File: config.mk
export PLATFORM = sky130hd
export DESIGN_NAME = bhq_ctrl
export DESIGN_NICKNAME = d
export VERILOG_FILES = /design/src/design/bhq_pkg.sv /design/src/design/bhq_ctrl.sv
export SDC_FILE = /design/constraint.sdc
export NUM_CORES = 1
export LEC_CHECK = 0
export BUFFER_PORTS_ARGS = -buffer_cell sky130_fd_sc_hd__buf_2
export CAP_MARGIN = 0
export CORE_AREA = 2 2 39 41
export CTS_CLUSTER_DIAMETER = 150
export CTS_CLUSTER_SIZE = 20
export DETAILED_ROUTE_END_ITERATION = 6
export DIE_AREA = 0 0 41 43
export PLACE_DENSITY = 0.61
export REMOVE_ABC_BUFFERS = 1
export SLEW_MARGIN = 20
export SYNTH_ARGS = -nofsm -noshare
export SYNTH_HDL_FRONTEND = slang
export SYNTH_SLANG_ARGS = --single-unit
File: constraint.sdc
create_clock -name clk -period 1 [get_ports clk]
set_input_delay 0.2 -clock clk [delete_from_list [all_inputs] [get_ports clk]]
set_output_delay 0.2 -clock clk [all_outputs]
set_load 0.05 [all_outputs]
File: src/design/bhq_pkg.sv
// Package for the binary min-heap queue: field widths, action codes,
// datapath operation codes and the command and status structs.
// Has no dependencies; every other design file imports it.
package bhq_pkg;

  localparam int KEY_W     = 32;  // width of key_value and top_key on the channels
  localparam int ACT_W     = 2;
  localparam int CNT_OUT_W = 9;   // width of entry_count on the result channel
  localparam int HGT_W     = 4;   // width of tree_height on the result channel

  typedef logic [ACT_W-1:0] act_t;

  localparam act_t ACT_INSERT = 2'd0;
  localparam act_t ACT_REMOVE = 2'd1;
  localparam act_t ACT_CLEAR  = 2'd2;

  // Operations the controller asks of the datapath.
  typedef logic [2:0] op_t;

  localparam op_t OP_NONE    = 3'd0;
  localparam op_t OP_START   = 3'd1;  // take a new item, update count
  localparam op_t OP_UP_READ = 3'd2;  // read the parent of the hole
  localparam op_t OP_UP_STEP = 3'd3;  // move parent down or settle the key
  localparam op_t OP_PUT_KEY = 3'd4;  // write the moving key into the hole
  localparam op_t OP_DN_LOAD = 3'd5;  // latch the former last entry as moving key
  localparam op_t OP_DN_READ = 3'd6;  // read both children of the hole
  localparam op_t OP_DN_STEP = 3'd7;  // move smaller child up or settle the key

  typedef struct packed {
    op_t  op;
    logic out_load;
  } cmd_t;

  typedef struct packed {
    logic full;
    logic empty;
    logic one_left;
    logic up_swap;
    logic parent_root;
    logic leaf;
    logic dn_swap;
  } st_t;

endpackage

File: src/design/bhq_ctrl.sv
// Controller of the heap queue: sequences sift-up and sift-down steps and
// owns the input ready and the result valid. Depends on bhq_pkg.
module bhq_ctrl import bhq_pkg::*; (
  input  logic clk,
  input  logic rst_n,
  input  logic in_valid,
  input  act_t in_action,
  output logic in_ready,
  input  logic out_ready,
  output logic out_valid,
  input  st_t  st,
  output cmd_t cmd
);

  localparam logic [2:0] S_IDLE    = 3'd0;
  localparam logic [2:0] S_UP_RD   = 3'd1;
  localparam logic [2:0] S_UP_CMP  = 3'd2;
  localparam logic [2:0] S_PUT     = 3'd3;
  localparam logic [2:0] S_DN_LOAD = 3'd4;
  localparam logic [2:0] S_DN_RD   = 3'd5;
  localparam logic [2:0] S_DN_CMP  = 3'd6;
  localparam logic [2:0] S_FIN     = 3'd7;

  logic [2:0] state_r, state_nxt;
  logic       out_valid_r, out_valid_nxt;

  assign in_ready  = (state_r == S_IDLE);
  assign out_valid = out_valid_r;

  always_comb begin
    state_nxt    = state_r;
    cmd.op       = OP_NONE;
    cmd.out_load = 1'b0;
    unique case (state_r)
      S_IDLE: begin
        if (in_valid) begin
          cmd.op    = OP_START;
          state_nxt = S_FIN;
          case (in_action)
            ACT_INSERT: begin
              if (!st.full) state_nxt = st.empty ? S_PUT : S_UP_RD;
            end
            ACT_REMOVE: begin
              if (!st.empty && !st.one_left) state_nxt = S_DN_LOAD;
            end
            default: ;
          endcase
        end
      end
      S_UP_RD: begin
        cmd.op    = OP_UP_READ;
        state_nxt = S_UP_CMP;
      end
      S_UP_CMP: begin
        cmd.op = OP_UP_STEP;
        if (st.up_swap) begin
          state_nxt = st.parent_root ? S_PUT : S_UP_RD;
        end else begin
          state_nxt = S_FIN;
        end
      end
      S_PUT: begin
        cmd.op    = OP_PUT_KEY;
        state_nxt = S_FIN;
      end
      S_DN_LOAD: begin
        cmd.op    = OP_DN_LOAD;
        state_nxt = S_DN_RD;
      end
      S_DN_RD: begin
        if (st.leaf) begin
          cmd.op    = OP_PUT_KEY;
          state_nxt = S_FIN;
        end else begin
          cmd.op    = OP_DN_READ;
          state_nxt = S_DN_CMP;
        end
      end
      S_DN_CMP: begin
        cmd.op    = OP_DN_STEP;
        state_nxt = st.dn_swap ? S_DN_RD : S_FIN;
      end
      S_FIN: begin
        cmd.out_load = !out_valid_r || out_ready;
        if (cmd.out_load) state_nxt = S_IDLE;
      end
      default: state_nxt = S_IDLE;
    endcase
  end

  always_comb begin
    out_valid_nxt = out_valid_r;
    if (cmd.out_load) begin
      out_valid_nxt = 1'b1;
    end else if (out_ready) begin
      out_valid_nxt = 1'b0;
    end
  end

  always_ff @(posedge clk) begin
    if (!rst_n) begin
      state_r     <= S_IDLE;
      out_valid_r <= 1'b0;
    end else begin
      state_r     <= state_nxt;
      out_valid_r <= out_valid_nxt;
    end
  end

endmodule

Word-level counts from Yosys, hierarchy flattened
Index checks and enable logic that the tools add are counted.
{"block": "op_classes", "addsub": 0, "mul": 0, "n_div": 0, "order_cmp": 0, "eq_ne": 10, "shift": 0, "n_mux": 17, "bitwise": 0, "n_reduce_logical": 9}
{"operator": "case mux 3 bit (8 select lines)", "n": 1}
{"operator": "case mux 3 bit (7 select lines)", "n": 1}
{"operator": "== test 3 bit (second input constant)", "n": 4}
{"operator": "two-way mux 3 bit", "n": 4}
{"operator": "two-way mux 2 bit", "n": 5}
{"operator": "== test 3 x 2 -> 1 bit (second input constant)", "n": 2}
{"operator": "case mux 3 bit (2 select lines)", "n": 1}
{"operator": "two-way mux 1 bit", "n": 5}
{"operator": "!= test 2 bit (second input constant)", "n": 2}
{"operator": "== test 3 x 1 -> 1 bit (second input constant)", "n": 1}
{"operator": "zero test 1 bit", "n": 3}
{"operator": "zero test 3 bit", "n": 1}
{"operator": "== test 2 x 1 -> 1 bit (second input constant)", "n": 1}
{"operator": "zero test 2 bit", "n": 1}
{"operator": "AND reduction 2 bit", "n": 1}
{"operator": "nonzero test 2 bit", "n": 1}
{"operator": "logical AND 1 bit", "n": 1}
{"operator": "logical OR 1 bit", "n": 1}
{"block": "totals", "regBits": 4, "latch_bits": 0, "mem_bits_rw": 0, "rom_bits": 0, "elab_cells": 38, "mem_count": 0}

Depth between registers and ports, before layout
{"block": "depth", "depth_word": 6, "depth_mapped": 4, "mapped_depth_nobuf": 3}

Worst setup path before layout
OpenSTA, ideal clock, no wires.
{"block": "synth_path", "kind": "flip-flop to output port", "start": "register state_r[0]", "end": "output in_ready", "arrival_ps": 1564, "required_time_ps": 800, "setup_slack_ps": -764, "path_stages_with_launch": 3, "path_cell_list": "dfxtp_1 > buf_4 > nor3_1"}
{"block": "synth_via", "elab_chain_len": 1}
{"element": "start, declared", "line_no": "bhq_ctrl.sv:24", "source": "logic [2:0] state_r, state_nxt;"}
{"element": "start signal, assigned", "line_no": "bhq_ctrl.sv:105", "source": "state_r <= state_nxt;"}
{"element": "zero test 3 bit", "line_no": "bhq_ctrl.sv:27", "source": "assign in_ready = (state_r == S_IDLE);"}
{"element": "end, declared", "line_no": "bhq_ctrl.sv:8", "source": "output logic in_ready,"}
Every way passes these cells.

==> flow_metrics.py <==
metrics = {
    "run_status": {
        "status": "complete, but fails checks",
        "violations": "negative setup slack",
    },
    "final_layout": {
        "fin_nets": 89,
        "diodes": 0,
        "syn2layout_area_growth_pct": 103.2,
        "drive_above_1_share_pct": 70.27,
        "n_fill_cell": 138,
        "finalNonFillerCells": 90,
    },
    "cts": {
        "cts_tree": "yes",
        "cts_buffer_depth": 2,
        "htree_levels": 1,
        "cts_sinks": 4,
        "cts-root-buf": "clkbuf_4",
        "clock_latency_ns": 0.23,
        "path_clk_slew_ns": 0.03,
        "hold_buffers": 0,
        "cts_buffers": 3,
    },
    "placed_design": {
        "portBuffers": 18,
        "dp_hpwl_um": 748.6,
        "pre_cts_ws_ns": -0.2473,
        "gp_congestion": 0.6924,
        "dpl.cell_count": 86,
    },
    "synthesis": {
        "yosysUniqueCellTypes": 25,
        "netlist.area_leader.share_pct": 22.94,
        "synth_seq_cells": 4,
        "post-synth-top-area-cell": "dfxtp_1",
        "synth_area_leaders": "dfxtp_1 (23%), nand3b_1 (6.5%), nand2b_1 (5.4%)",
        "synth-main-ff-cell": "dfxtp_1",
        "synth_area_per_cell_um2": 8.118,
        "ys_warn_count": 0,
        "synthArstFlopShare_pct": 0,
        "synthCells": 43,
        "syn_area_um2": 349.1,
        "synth_edf_count": 0,
        "ys_seq_area_share_pct": 22.94,
    },
    "routing": {
        "drtAntennaViolNets": 0,
        "drc_errors": 0,
        "drtPass1Iterations": 2,
        "drt_wl_total_um": 1053,
        "drt_iter0_markers": 1,
        "vias_per_cell": 4.611,
        "vias": 415,
        "wl_per_cell_um": 11.70,
    },
    "floorplan": {
        "die_y_um": 43,
        "placementRows": 14,
        "start_util_pct": 25.23,
        "die-area_um2": 1763,
        "io_pins": 19,
        "coreArea_um2": 1384,
        "die_w_um": 41,
    },
    "sta": {
        "fin_skew_ns": 0.0002365,
        "hold_viol": 0,
        "drv_slew": 0,
        "timing.final.ws_setup_ns": -0.2697,
        "final.setup.tns_ns": -1.621,
        "tightest_slew_ns": 0.4037,
        "fmax_mhz": 787.6,
        "rsz0062_at_grt": "yes",
        "finalCritPeriodShare_pct": 127.0,
        "period_needed_ns": 1.270,
        "setup_viol": 8,
        "relSlewSlack_pct": 72.74,
    },
    "global_route": {
        "grt_usage_pct": 13.25,
        "antenna_found_initial": 0,
        "grt_pass1_vias": 431,
        "grt_overflow": 0,
        "grt_max_degree": 8,
        "grt_pass1_wl_um": 1607,
    },
    "setup_path": {
        "cp.required_ns": 0.80,
        "critPathMaxFanout": 6,
        "start_kind": "flop",
        "worstPathArrival_ns": 1.07,
        "crit_type": "flop to primary output",
        "crit_path_end_kind": "primary output",
    },
    "power": {
        "pwr_density_cell_nw_per_um2": 1940,
        "p_leak_uw": 0.0003110,
        "finalPower_uw": 1376,
        "peakVddDrop_v": 0.0006979,
    },
    "hold_path": {
        "hold_path.class": "input port to flop",
    },
    "job": {
        "drv_cap": 0,
    },
}
registers in the layout, indices dropped and copies added, names as in the netlist:
signal and cells:
state_r 3, out_valid 1
path summary, 6_finish.rpt:
path / from / endpoint / slack [ns] / cells after the start
setup / recovery: state_r[1] / cmd[2] / -0.27 / 4
hold / removal: rst_n / state_r[2] / 0.25 / 3
setup reg to reg: state_r[1] / state_r[1] / -0.25 / 4
hold reg to reg: state_r[2] / state_r[1] / 0.62 / 2
critical path, stage by stage, from the launching register on:
cell and delay (ns):
dfxtp_4 0.35, buf_6 0.12, nand3b_1 0.14, nand2_1 0.07, buf_6 0.15
per-stage QoR:
step	utilization (%)	instance area (um^2)	hold slack, ns
6_report	51.27	709.4	0.2467
5_1_grt	51.27	709.4	0.2445
2_1_floorplan	-	317.8	0.3279
3_3_place_gp	37.97	525.5	0.4737
4_1_cts	49.10	679.4	0.2258
3_5_place_dp	37.97	525.5	0.4732
layout by cell type (no fill, tap or decap), drive strengths merged, types with 2 or more instances in the layout:
| master | instances |
|---|---|
| buf | 32 |
| dfxtp | 4 |
| nand2 | 3 |
| nand3b | 3 |
| clkbuf | 3 |
| nand2b | 3 |
| nor3 | 3 |
| nor2 | 3 |
| nor2b | 3 |
| a221oi | 2 |
| a21boi | 2 |
| o41ai | 2 |
routing by layer:
layer	global-route usage (%)	wire length, um
met1	13.18	409
met4	8.000	0
met5	0	0
met3	1.571	75
met2	23.75	568
power breakdown:
group / internal, uW / switching, uW
Combinational: 451 / 479
Clock: 134 / 58.3
Sequential: 205 / 48.4
Total: 790 / 586
cells in the mapped netlist (2+ instances only):
cell / instances
a21boi_0: 2
buf_4: 2
dfxtp_1: 4
nand2_1: 3
nand2b_1: 3
nand3b_1: 3
nor2_1: 3
nor2b_1: 3
nor3_1: 3
o41ai_1: 2
timing repair:
action,CTS,global route
pin swaps,8,7
buffers inserted,0,3
gates resized for setup,37,7
setup endpoints to repair,9,9
layout make-up:
class	count	area (um^2)	share of cell area, %
clock buffer	3	22.52	3.175
multi-input combinational	35	315.3	44.44
sequential	4	92.59	13.05
tap	16	20.02	2.822
timing repair buffer	32	259.0	36.51
kinds of logic after synthesis:
logic type,after synthesis,share of synthesized area [%]
muxes,1,3.226
xor gates and xnor gates,1,2.509
DFF,4,22.94
buffers and inverters,4,8.958
AOI/OAI and AO/OA,9,21.86
and+or+nand+nor,24,40.50
Power figures use the tool's default switching activity.
